**src/pbs_pkg.sv**
```systemverilog
// ----------------------------------------------------------------------------
// pbs_pkg
// shared types, constants and helpers of the power-by-squaring unit
// ----------------------------------------------------------------------------
package pbs_pkg;

    localparam int EXP_WIDTH_DEF = 32;

    localparam logic [63:0] ONE_BITS     = 64'h3FF0_0000_0000_0000;
    localparam logic [63:0] DEF_NAN_BITS = 64'hFFF8_0000_0000_0000;
    localparam logic [63:0] QUIET_BIT    = 64'h0008_0000_0000_0000;
    localparam logic [10:0] EXP_ALL_ONES = 11'h7FF;

    typedef enum logic {
        FOP_MUL,
        FOP_DIV
    } fpu_op_t;

    typedef struct packed {
        logic    start;
        fpu_op_t op;
    } fpu_req_t;

    typedef enum logic [2:0] {
        F_IDLE,
        F_NORM,
        F_MUL,
        F_DIV,
        F_ALIGN,
        F_DENORM,
        F_ROUND,
        F_DONE
    } fpu_state_t;

    typedef enum logic [2:0] {
        T_IDLE,
        T_SCAN,
        T_WAIT_ACC,
        T_WAIT_SQ,
        T_WAIT_DIV,
        T_DONE
    } top_state_t;

    function automatic logic is_nan(input logic [63:0] x);
        is_nan = (x[62:52] == EXP_ALL_ONES) && (x[51:0] != 52'd0);
    endfunction

    function automatic logic is_inf(input logic [63:0] x);
        is_inf = (x[62:52] == EXP_ALL_ONES) && (x[51:0] == 52'd0);
    endfunction

    function automatic logic is_zero(input logic [63:0] x);
        is_zero = (x[62:0] == 63'd0);
    endfunction

    // significand with hidden bit
    function automatic logic [52:0] mant_of(input logic [63:0] x);
        mant_of = {(x[62:52] != 11'd0), x[51:0]};
    endfunction

    // unbiased exponent, subnormals at -1022
    function automatic logic signed [13:0] exp_of(input logic [63:0] x);
        if (x[62:52] == 11'd0) begin
            exp_of = -14'sd1022;
        end else begin
            exp_of = $signed({3'b000, x[62:52]}) - 14'sd1023;
        end
    endfunction

endpackage

```
**src/power_by_squaring_unit.sv**
```systemverilog
// ----------------------------------------------------------------------------
// power_by_squaring_unit
// double-precision base raised to a signed integer power by square-and-multiply
// ----------------------------------------------------------------------------
// work per item: one square per bit below the top set bit plus one multiply per
//   set bit, a reciprocal for a negative power, no fpu operation for zero; a zero,
//   inf or nan operand takes a short fpu path, a subnormal extra normalize steps
// throughput: one item at a time, set by the single shared multiply/divide unit
// reset: synchronous active-low aresetn returns the sequencer to idle, no
//   result pending
module power_by_squaring_unit #(
    parameter int EXP_WIDTH = pbs_pkg::EXP_WIDTH_DEF
) (
    input  logic                 aclk,
    input  logic                 aresetn,
    input  logic                 s_valid,
    output logic                 s_ready,
    input  logic [63:0]          s_base_bits,
    input  logic [EXP_WIDTH-1:0] s_exponent,
    output logic                 m_valid,
    input  logic                 m_ready,
    output logic [63:0]          m_result_bits
);

    pbs_pkg::top_state_t  state_reg, state_next;
    logic [EXP_WIDTH-1:0] mag_reg, mag_next;   // exponent magnitude, scanned lsb first
    logic                 neg_reg, neg_next;
    logic [63:0]          acc_reg, acc_next;   // running product
    logic [63:0]          sq_reg, sq_next;     // running square of the base
    logic [63:0]          res_reg, res_next;   // output holding register

    pbs_pkg::fpu_req_t    fpu_req;
    logic [63:0]          fpu_a, fpu_b, fpu_y;
    logic                 fpu_done;

    pbs_fpu u_fpu (
        .aclk    (aclk),
        .aresetn (aresetn),
        .req     (fpu_req),
        .a       (fpu_a),
        .b       (fpu_b),
        .done    (fpu_done),
        .y       (fpu_y)
    );

    always_ff @(posedge aclk) begin
        if (!aresetn) begin
            state_reg <= pbs_pkg::T_IDLE;
        end else begin
            state_reg <= state_next;
        end
        mag_reg <= mag_next;
        neg_reg <= neg_next;
        acc_reg <= acc_next;
        sq_reg  <= sq_next;
        res_reg <= res_next;
    end

    always_comb begin
        state_next = state_reg;
        mag_next   = mag_reg;
        neg_next   = neg_reg;
        acc_next   = acc_reg;
        sq_next    = sq_reg;
        res_next   = res_reg;
        fpu_req    = '{start: 1'b0, op: pbs_pkg::FOP_MUL};
        fpu_a      = acc_reg;
        fpu_b      = sq_reg;
        s_ready    = 1'b0;
        m_valid    = 1'b0;

        case (state_reg)
            pbs_pkg::T_IDLE: begin
                s_ready = 1'b1;
                if (s_valid) begin
                    // magnitude of the most negative exponent wraps to 2^(w-1)
                    neg_next = s_exponent[EXP_WIDTH-1];
                    mag_next = s_exponent[EXP_WIDTH-1] ? (~s_exponent + 1'b1) : s_exponent;
                    acc_next = pbs_pkg::ONE_BITS;
                    sq_next  = s_base_bits;
                    state_next = pbs_pkg::T_SCAN;
                end
            end

            pbs_pkg::T_SCAN: begin
                if (mag_reg == '0) begin
                    if (neg_reg) begin
                        // reciprocal, a zero accumulator gives a signed infinity
                        fpu_req    = '{start: 1'b1, op: pbs_pkg::FOP_DIV};
                        fpu_a      = pbs_pkg::ONE_BITS;
                        fpu_b      = acc_reg;
                        state_next = pbs_pkg::T_WAIT_DIV;
                    end else begin
                        res_next   = acc_reg;
                        state_next = pbs_pkg::T_DONE;
                    end
                end else if (mag_reg[0]) begin
                    fpu_req    = '{start: 1'b1, op: pbs_pkg::FOP_MUL};
                    state_next = pbs_pkg::T_WAIT_ACC;
                end else begin
                    // square only when a higher bit still needs it
                    fpu_req    = '{start: 1'b1, op: pbs_pkg::FOP_MUL};
                    fpu_a      = sq_reg;
                    state_next = pbs_pkg::T_WAIT_SQ;
                end
            end

            pbs_pkg::T_WAIT_ACC: begin
                if (fpu_done) begin
                    acc_next    = fpu_y;
                    mag_next[0] = 1'b0;
                    state_next  = pbs_pkg::T_SCAN;
                end
            end

            pbs_pkg::T_WAIT_SQ: begin
                if (fpu_done) begin
                    sq_next    = fpu_y;
                    mag_next   = mag_reg >> 1;
                    state_next = pbs_pkg::T_SCAN;
                end
            end

            pbs_pkg::T_WAIT_DIV: begin
                if (fpu_done) begin
                    res_next   = fpu_y;
                    state_next = pbs_pkg::T_DONE;
                end
            end

            // result held until the downstream transfer
            pbs_pkg::T_DONE: begin
                m_valid = 1'b1;
                if (m_ready) begin
                    state_next = pbs_pkg::T_IDLE;
                end
            end

            default: begin
                state_next = pbs_pkg::T_IDLE;
            end
        endcase
    end

    assign m_result_bits = res_reg;

endmodule

```
**src/pbs_fpu.sv**
```systemverilog
// ----------------------------------------------------------------------------
// pbs_fpu
// multi-cycle double-precision multiply / divide, round to nearest even
// ----------------------------------------------------------------------------
module pbs_fpu (
    input  logic               aclk,
    input  logic               aresetn,
    input  pbs_pkg::fpu_req_t  req,
    input  logic [63:0]        a,
    input  logic [63:0]        b,
    output logic               done,
    output logic [63:0]        y
);

    pbs_pkg::fpu_state_t state_reg, state_next;
    pbs_pkg::fpu_op_t    op_reg, op_next;
    logic                sign_reg, sign_next;
    logic [52:0]         ma_reg, ma_next, mb_reg, mb_next;
    logic signed [13:0]  ea_reg, ea_next, eb_reg, eb_next;
    logic signed [13:0]  be_reg, be_next;
    logic [105:0]        m_reg, m_next;
    logic [105:0]        prod_reg, prod_next;
    logic [53:0]         pp_reg, pp_next;
    logic [1:0]          sh_reg, sh_next;
    logic [53:0]         rem_reg, rem_next;
    logic [54:0]         q_reg, q_next;
    logic [5:0]          cnt_reg, cnt_next;
    logic [63:0]         y_reg, y_next;

    logic [26:0]  px, py;
    logic [105:0] pp_shifted;
    logic [53:0]  rem_diff;
    logic [52:0]  mant53;
    logic         round_up;
    logic [53:0]  r54;
    logic signed [13:0] fe;
    logic [52:0]  fmant;

    always_ff @(posedge aclk) begin
        if (!aresetn) begin
            state_reg <= pbs_pkg::F_IDLE;
        end else begin
            state_reg <= state_next;
        end
        op_reg   <= op_next;
        sign_reg <= sign_next;
        ma_reg   <= ma_next;
        mb_reg   <= mb_next;
        ea_reg   <= ea_next;
        eb_reg   <= eb_next;
        be_reg   <= be_next;
        m_reg    <= m_next;
        prod_reg <= prod_next;
        pp_reg   <= pp_next;
        sh_reg   <= sh_next;
        rem_reg  <= rem_next;
        q_reg    <= q_next;
        cnt_reg  <= cnt_next;
        y_reg    <= y_next;
    end

    // partial product operand select, 27-bit halves
    always_comb begin
        px = cnt_reg[1] ? {1'b0, ma_reg[52:27]} : ma_reg[26:0];
        py = cnt_reg[0] ? {1'b0, mb_reg[52:27]} : mb_reg[26:0];
        case (sh_reg)
            2'd0:    pp_shifted = {52'd0, pp_reg};
            2'd1:    pp_shifted = {25'd0, pp_reg, 27'd0};
            2'd2:    pp_shifted = {pp_reg[51:0], 54'd0};
            default: pp_shifted = 106'd0;
        endcase
        rem_diff = rem_reg - {1'b0, mb_reg};
        // rounding
        mant53   = m_reg[105:53];
        round_up = m_reg[52] & ((|m_reg[51:0]) | mant53[0]);
        r54      = {1'b0, mant53} + {53'd0, round_up};
        if (r54[53]) begin
            fe    = be_reg + 14'sd1;
            fmant = r54[53:1];
        end else begin
            fe    = r54[52] ? be_reg : 14'sd0;
            fmant = r54[52:0];
        end
    end

    always_comb begin
        state_next = state_reg;
        op_next    = op_reg;
        sign_next  = sign_reg;
        ma_next    = ma_reg;
        mb_next    = mb_reg;
        ea_next    = ea_reg;
        eb_next    = eb_reg;
        be_next    = be_reg;
        m_next     = m_reg;
        prod_next  = prod_reg;
        pp_next    = pp_reg;
        sh_next    = sh_reg;
        rem_next   = rem_reg;
        q_next     = q_reg;
        cnt_next   = cnt_reg;
        y_next     = y_reg;
        done       = 1'b0;

        case (state_reg)
            pbs_pkg::F_IDLE: begin
                if (req.start) begin
                    op_next   = req.op;
                    sign_next = a[63] ^ b[63];
                    ma_next   = pbs_pkg::mant_of(a);
                    mb_next   = pbs_pkg::mant_of(b);
                    ea_next   = pbs_pkg::exp_of(a);
                    eb_next   = pbs_pkg::exp_of(b);
                    state_next = pbs_pkg::F_DONE;
                    if (pbs_pkg::is_nan(a)) begin
                        y_next = a | pbs_pkg::QUIET_BIT;
                    end else if (pbs_pkg::is_nan(b)) begin
                        y_next = b | pbs_pkg::QUIET_BIT;
                    end else if (req.op == pbs_pkg::FOP_MUL) begin
                        if ((pbs_pkg::is_inf(a) && pbs_pkg::is_zero(b)) ||
                            (pbs_pkg::is_zero(a) && pbs_pkg::is_inf(b))) begin
                            y_next = pbs_pkg::DEF_NAN_BITS;
                        end else if (pbs_pkg::is_inf(a) || pbs_pkg::is_inf(b)) begin
                            y_next = {a[63] ^ b[63], pbs_pkg::EXP_ALL_ONES, 52'd0};
                        end else if (pbs_pkg::is_zero(a) || pbs_pkg::is_zero(b)) begin
                            y_next = {a[63] ^ b[63], 63'd0};
                        end else begin
                            state_next = pbs_pkg::F_NORM;
                        end
                    end else begin
                        if ((pbs_pkg::is_inf(a) && pbs_pkg::is_inf(b)) ||
                            (pbs_pkg::is_zero(a) && pbs_pkg::is_zero(b))) begin
                            y_next = pbs_pkg::DEF_NAN_BITS;
                        end else if (pbs_pkg::is_inf(a) || pbs_pkg::is_zero(b)) begin
                            y_next = {a[63] ^ b[63], pbs_pkg::EXP_ALL_ONES, 52'd0};
                        end else if (pbs_pkg::is_inf(b) || pbs_pkg::is_zero(a)) begin
                            y_next = {a[63] ^ b[63], 63'd0};
                        end else begin
                            state_next = pbs_pkg::F_NORM;
                        end
                    end
                end
            end

            // subnormal operands: one bit per cycle until hidden bit set
            pbs_pkg::F_NORM: begin
                if (ma_reg[52] && mb_reg[52]) begin
                    cnt_next = 6'd0;
                    if (op_reg == pbs_pkg::FOP_MUL) begin
                        prod_next  = 106'd0;
                        state_next = pbs_pkg::F_MUL;
                    end else begin
                        q_next = 55'd0;
                        if (ma_reg < mb_reg) begin
                            rem_next = {ma_reg, 1'b0};
                            ea_next  = ea_reg - 14'sd1;
                        end else begin
                            rem_next = {1'b0, ma_reg};
                        end
                        state_next = pbs_pkg::F_DIV;
                    end
                end else begin
                    if (!ma_reg[52]) begin
                        ma_next = {ma_reg[51:0], 1'b0};
                        ea_next = ea_reg - 14'sd1;
                    end
                    if (!mb_reg[52]) begin
                        mb_next = {mb_reg[51:0], 1'b0};
                        eb_next = eb_reg - 14'sd1;
                    end
                end
            end

            // four 27x27 partial products, each registered and added in the next cycle
            pbs_pkg::F_MUL: begin
                if (cnt_reg != 6'd4) begin
                    pp_next = px * py;
                    sh_next = {1'b0, cnt_reg[1]} + {1'b0, cnt_reg[0]};
                end
                if (cnt_reg != 6'd0) begin
                    prod_next = prod_reg + pp_shifted;
                end
                cnt_next = cnt_reg + 6'd1;
                if (cnt_reg == 6'd4) begin
                    state_next = pbs_pkg::F_ALIGN;
                end
            end

            // restoring division, one quotient bit per cycle
            pbs_pkg::F_DIV: begin
                if (rem_reg >= {1'b0, mb_reg}) begin
                    rem_next = {rem_diff[52:0], 1'b0};
                    q_next   = {q_reg[53:0], 1'b1};
                end else begin
                    rem_next = {rem_reg[52:0], 1'b0};
                    q_next   = {q_reg[53:0], 1'b0};
                end
                cnt_next = cnt_reg + 6'd1;
                if (cnt_reg == 6'd54) begin
                    state_next = pbs_pkg::F_ALIGN;
                end
            end

            pbs_pkg::F_ALIGN: begin
                if (op_reg == pbs_pkg::FOP_MUL) begin
                    if (prod_reg[105]) begin
                        m_next  = prod_reg;
                        be_next = ea_reg + eb_reg + 14'sd1024;
                    end else begin
                        m_next  = {prod_reg[104:0], 1'b0};
                        be_next = ea_reg + eb_reg + 14'sd1023;
                    end
                end else begin
                    m_next  = {q_reg, 50'd0, (rem_reg != 54'd0)};
                    be_next = ea_reg - eb_reg + 14'sd1023;
                end
                state_next = pbs_pkg::F_DENORM;
            end

            // gradual underflow: shift right with sticky until exponent is 1, or collapse to sticky when far below
            pbs_pkg::F_DENORM: begin
                if (be_reg >= 14'sd1) begin
                    state_next = pbs_pkg::F_ROUND;
                end else if (be_reg < -14'sd110) begin
                    m_next  = {105'd0, |m_reg};
                    be_next = 14'sd1;
                end else begin
                    m_next  = {1'b0, m_reg[105:2], m_reg[1] | m_reg[0]};
                    be_next = be_reg + 14'sd1;
                end
            end

            pbs_pkg::F_ROUND: begin
                if (fe >= 14'sd2047) begin
                    y_next = {sign_reg, pbs_pkg::EXP_ALL_ONES, 52'd0};
                end else begin
                    y_next = {sign_reg, fe[10:0], fmant[51:0]};
                end
                state_next = pbs_pkg::F_DONE;
            end

            pbs_pkg::F_DONE: begin
                done       = 1'b1;
                state_next = pbs_pkg::F_IDLE;
            end

            default: begin
                state_next = pbs_pkg::F_IDLE;
            end
        endcase
    end

    assign y = y_reg;

endmodule

```
**config.mk**
```make
export PLATFORM = sky130hd
export DESIGN_NAME = power_by_squaring_unit
export DESIGN_NICKNAME = d
export VERILOG_FILES = /design/src/pbs_pkg.sv /design/src/power_by_squaring_unit.sv /design/src/pbs_fpu.sv
export SDC_FILE = /design/constraint.sdc
export NUM_CORES = 2
export LEC_CHECK = 0
export BUFFER_PORTS_ARGS = -buffer_cell sky130_fd_sc_hd__buf_2
export CORE_MARGIN = 1.5
export CORE_UTILIZATION = 47
export CTS_CLUSTER_SIZE = 12
export DETAILED_ROUTE_END_ITERATION = 12
export PLACE_DENSITY = 0.71
export SLEW_MARGIN = 10
export SYNTH_ARGS = -nofsm -noshare
export SYNTH_HDL_FRONTEND = slang
export SYNTH_SLANG_ARGS = --single-unit
```
**constraint.sdc**
```tcl
create_clock -name aclk -period 16.1 [get_ports aclk]
set_clock_uncertainty 0.1 [all_clocks]
set_input_delay 4.83 -clock aclk [delete_from_list [all_inputs] [get_ports aclk]]
set_output_delay 4.83 -clock aclk [all_outputs]
set_load 0.02 [all_outputs]
```
Word level (Yosys, flattened, before mapping)
Cells that the tools add are included.
{ "word_totals": {"mem_bits_ro": 0, "ram_bits": 0, "output_inout_bits": 66, "inputBits": 100, "latch_bits": 0, "mem_count": 0, "reg_bits": 828} }
{ "op_classes": {"magnitude_cmp": 5, "addsub": 16, "reduce_logical": 63, "shift": 0, "n_eq_ne": 44, "bitwise_logic": 5, "mul": 1, "n_mux": 114, "div": 0} }
{ "ops": {"columns": ["cell", "count"], "rows": [
  ["64-bit two-way mux", 22],
  ["106-bit two-way mux", 6],
  ["64-bit case mux with 2 select lines", 4],
  ["106-bit case mux with 2 select lines", 2],
  ["53-bit two-way mux", 6],
  ["106-bit case mux with 3 select lines", 1],
  ["14-bit two-way mux", 16],
  ["54-bit two-way mux", 4],
  ["53-bit case mux with 2 select lines", 2],
  ["63-bit logical NOT", 2],
  ["55-bit two-way mux", 2],
  ["55-bit case mux with 2 select lines", 1],
  ["54-bit case mux with 2 select lines", 1],
  ["106-bit adder", 1],
  ["106-bit OR reduction", 1],
  ["105-bit two-way mux", 1],
  ["52-bit logical NOT", 2],
  ["52-bit nonzero test", 2],
  ["32-bit two-way mux", 3],
  ["14-bit case mux with 2 select lines", 3],
  ["63-bit two-way mux", 1],
  ["31-bit case mux with 2 select lines", 1],
  ["3-bit two-way mux", 19],
  ["53-bit by 1-bit adder with 54-bit output", 1],
  ["other kinds (62)", 144]
]} }

Longest topological paths before layout
{ "depth": {"word_depth": 14, "mapped_depth": 31, "ltp_nobuf": 28} }

By module
Synthesis repeated with hierarchy kept, for this count alone.
{ "unflattened": {"hier_cells": 8341, "area_unflattened_um2": 78166.2} }
{ "modules_own_cells": {"columns": ["mod", "cells_each", "n_inst", "seq_area_each_um2", "area_each_um2"], "rows": [
  ["pbs_fpu", 7372, 1, 17987.3, 66626.4],
  ["power_by_squaring_unit", 969, 1, 6816.5, 11539.8]
]} }

Least setup slack after synthesis
No wires, ideal clock.
{ "synth_path": {"kind": "in2reg", "startpoint": "input s_valid", "endpoint": "register mag_reg[10] (enable)", "setup_slack_ns": 6.855, "t_arrival_ns": 7.728, "cell_stages": 2, "path_cell_list": "nand2_1 > o21ai_0"} }
{ "synth_via": {"elab_chain_cells": 2} }
{ "synth_lines": {"columns": ["element", "line", "text"], "rows": [
  ["start, declared", "power_by_squaring_unit.sv:16", "input logic s_valid,"],
  ["2-bit != test (no line)", null, null],
  ["3-bit AND reduction (no line)", null, null],
  ["end signal, assigned", "power_by_squaring_unit.sv:52", "mag_reg <= mag_next;"],
  ["end, declared", "power_by_squaring_unit.sv:26", "logic [EXP_WIDTH-1:0] mag_reg, mag_next;"]
]} }
No other way between the ends.
A chain may end at the register's enable or synchronous reset.

Worst setup path in the final report
{ "layout_path": {"startpoint": "register u_fpu.cnt_reg[0]", "endpoint": "register u_fpu.pp_reg[53], data pin"} }
{ "layout_via": {"elab_chain_cells": 2} }
{ "layout_lines": {"columns": ["element", "line", "text"], "rows": [
  ["start, declared", "pbs_fpu.sv:27", "logic [5:0] cnt_reg, cnt_next;"],
  ["start signal, assigned", "pbs_fpu.sv:58", "cnt_reg <= cnt_next;"],
  ["27-bit two-way mux", "pbs_fpu.sv:65", "py = cnt_reg[0] ? {1'b0, mb_reg[52:27]} : mb_reg[26:0];"],
  ["27-bit by 27-bit multiplier with 54-bit output", "pbs_fpu.sv:177", "pp_next = px * py;"],
  ["end signal, assigned", "pbs_fpu.sv:54", "pp_reg <= pp_next;"],
  ["end, declared", "pbs_fpu.sv:23", "logic [53:0] pp_reg, pp_next;"]
]} }
No other way between the ends.

==> summary.txt <==
Global routing
  • First-pass GRT wire length: 412.0 mm
  • Largest net degree at the start of global routing: 121
  • Antenna violations before repair: 14
  • All-layer global routing usage: 32.54%
  • GRT Residual Overflow: 0
  • Vias in the first global route: 63090

Route
  • DR WL/cell: about 26 um
  • DRC viols: 0
  • WL final: about 280 mm
  • Routed Antenna Nets: 0
  • Routed vias: 65580
  • Drt pass-1 iters: 6
  • DRT iter0 DRCs: 7958
  • Vias/cell: 6.194

Setup path
  • Kind of critical path: reg2reg
  • Worst setup SP type: flip-flop
  • Capturing element type of the critical path: flip-flop
  • Critical Path AT: 9980 ps
  • Worst setup startpoint: u_fpu.cnt_reg[0]$_SDFFCE_PN0P_
  • Required @ worst endpoint: 16450 ps
  • CP max FO: 56
  • Worst r2r src: u_fpu.cnt_reg[0]$_SDFFCE_PN0P_

Clock network
  • Clock Latency Late Sink: 750 ps
  • Post-CTS setup buffer count: 0
  • Clock buffer depth: 3
  • Root Buffer: clkbuf_16
  • Number of gates resized after CTS: 0
  • Hold_buf cts: 0
  • H-Tree Depth: 3
  • Clock Sinks: 828
  • CTS tree: built
  • CTS Buf Count: 94
  • Clock slew at reported path FFs: ~80 ps

Timing
  • Final Hold Fails: 0
  • Slew margin rel.: 9.581%
  • Worst-Margin Slew: 1342 ps
  • Fin Hold WS: 408.9 ps
  • Max Freq: 103.8 MHz
  • Final Cycle Share: 59.83%
  • RSZ-0062 raised after global routing: false
  • Final setup fails: 0
  • Max-slew violations: 0
  • Fin Setup TNS: 0 ps
  • Post-route minimum period: just under 10000 ps

Final layout
  • Commonest non-fill, non-tap cells in the layout: 971 x nand2_1, 888 x inv_1, 822 x edfxtp_1, 731 x nor2_1, 628 x fa_1
  • Fin nets: 9510
  • Share of layout cells above drive strength 1: 7.925%
  • Layout fillers: 15000
  • Commonest non-fill, non-tap cell in the layout: nand2_1
  • Synthesis-to-layout area growth: 7.921%

Floorplanning
  • FP Rows: 149
  • Core area: 165400 um^2
  • Chip width: between 400 and 500 um
  • Initial Util: approximately 48%
  • Die area: around 170000 um^2
  • Die Y: roughly 400 um
  • # IOs: ~170

Yosys
  • Top_reg_cell synth: edfxtp_1
  • Library cells used by synthesis: just over 90
  • Synth warn: 0
  • Async set or reset register ratio after synthesis: 0%
  • Number of synthesized flops with an enable pin: 822
  • Synthesis-stage register bit count: 828
  • Avg Cell Area, Syn: 9.387 um^2
  • Cell Area, Synth: 78550 um^2
  • Post-synthesis sequential area ratio: a little under a third
  • Syn nets: approximately 9600
  • Post-Synthesis Cells: 8368

Worst hold path
  • Hold Crit Start: u_fpu.q_reg[43]$_SDFFCE_PN0P_
  • Worst hold-check path type: reg2reg

Placement
  • IO Port Bufs: 165
  • Routability Congestion: ~1
  • DP HPWL: about 220 mm

Status
  • Status: finished clean

Job
  • MaxCap Viol Count: 0
final timing paths:
check / cells after the start / to / slack (ps)
min: 1 / u_fpu.q_reg[44]$_SDFFCE_PN0P_ / 410
min reg2reg: 1 / u_fpu.q_reg[44]$_SDFFCE_PN0P_ / 410
max reg2reg: 24 / u_fpu.pp_reg[53]$_DFFE_PP_ / 6470
max: 24 / u_fpu.pp_reg[53]$_DFFE_PP_ / 6470
layout make-up:
class	instances	area [um^2]	share of cell area, %
Antenna cell	8	20.02	0.02361
Clock buffer	124	2525	2.978
Clock inverter	40	510.5	0.6022
Inverter	891	3344	3.945
Multi-Input combinational cell	6226	49130	57.95
Sequential cell	828	24800	29.26
Tap cell	2189	2739	3.231
Timing Repair Buffer	282	1704	2.010
critical path, cell delays in order (launching register included):
cell and delay (ps):
edfxtp_1 330, buf_4 550, inv_2 340, a21boi_0 1070
nor2_1 160, fa_1 510, fa_1 550, inv_1 60
fa_1 490, fa_1 520, inv_1 60, fa_1 570
fa_1 450, fa_1 490, ha_1 410, o21a_1 160
o211ai_1 130, or4_1 520, o21ai_0 250, o21ai_0 220
o31ai_1 620, a21o_1 220, o21ai_0 160, o21ai_0 270
xnor2_1 110
cells by family (layout without fill, tap and decap cells):
logic type,after synthesis,count (layout),share of synthesized area [%]
compound gates,1675,1675,13.18
flops,828,828,31.58
simple gates,2655,2655,15.56
fa+ha+maj,1087,1087,23.32
buf+inv,1314,1337,6.328
other cells,0,8,0
mux,472,472,6.282
xor+xnor,337,337,3.758
per-stage QoR:
stage / util, % / setup WS (ps) / cell area [um^2] / std cells
after floorplan: - / 6855 / 78550 / 8368
after global placement: 49.42 / 6778 / 81710 / 10420
after detailed placement: 49.42 / 6544 / 81710 / 10420
after CTS: 51.25 / 6475 / 84750 / 10580
after global routing: 51.26 / 6120 / 84760 / 10580
final: 51.27 / 6468 / 84770 / 10590
metal layers:
layer	part of all wire, %	vias up	GRT usage (%)
met1	39	32200	43.97
met3	11	730	6.793
li1	-	28880	-
met5	0.029	-	0
met4	5.8	12	15.92
met2	44	3762	49.64
Yosys cell counts (all sizes together), types with 11 or more instances:
library cell | n | area share, %
buf | 48 | 0.28
or3 | 36 | 0.29
o22ai | 107 | 0.85
a211oi | 60 | 0.57
nand3 | 125 | 0.80
o31a | 17 | 0.19
mux2i | 304 | 3.9
xnor2 | 186 | 2.1
and3 | 41 | 0.33
a221o | 18 | 0.23
ha | 459 | 7.3
nand4 | 95 | 0.76
o21a | 44 | 0.42
o21ai | 414 | 2.7
and2 | 202 | 1.6
a22o | 32 | 0.36
a22oi | 29 | 0.28
nor2 | 740 | 3.5
a2111oi | 11 | 0.12
nor2b | 48 | 0.39
nand2b | 72 | 0.57
a31oi | 43 | 0.35
a221oi | 34 | 0.38
or4 | 19 | 0.19
or2 | 17 | 0.14
xor2 | 151 | 1.7
fa | 628 | 16
nor3b | 13 | 0.14
nand2 | 971 | 4.6
mux2 | 168 | 2.4
clkbuf | 375 | 1.8
a21boi | 38 | 0.36
a21oi | 524 | 3.3
o211ai | 39 | 0.37
nor3 | 117 | 0.75
inv | 890 | 4.3
nor4 | 101 | 0.83
edfxtp | 822 | 31
nand3b | 33 | 0.32
o21bai | 42 | 0.40
o31ai | 28 | 0.27
a21o | 121 | 1.2
Power is left out: the tool's default activity adds up to more than one toggle a clock period on the data nets, which glitch-free logic cannot reach.
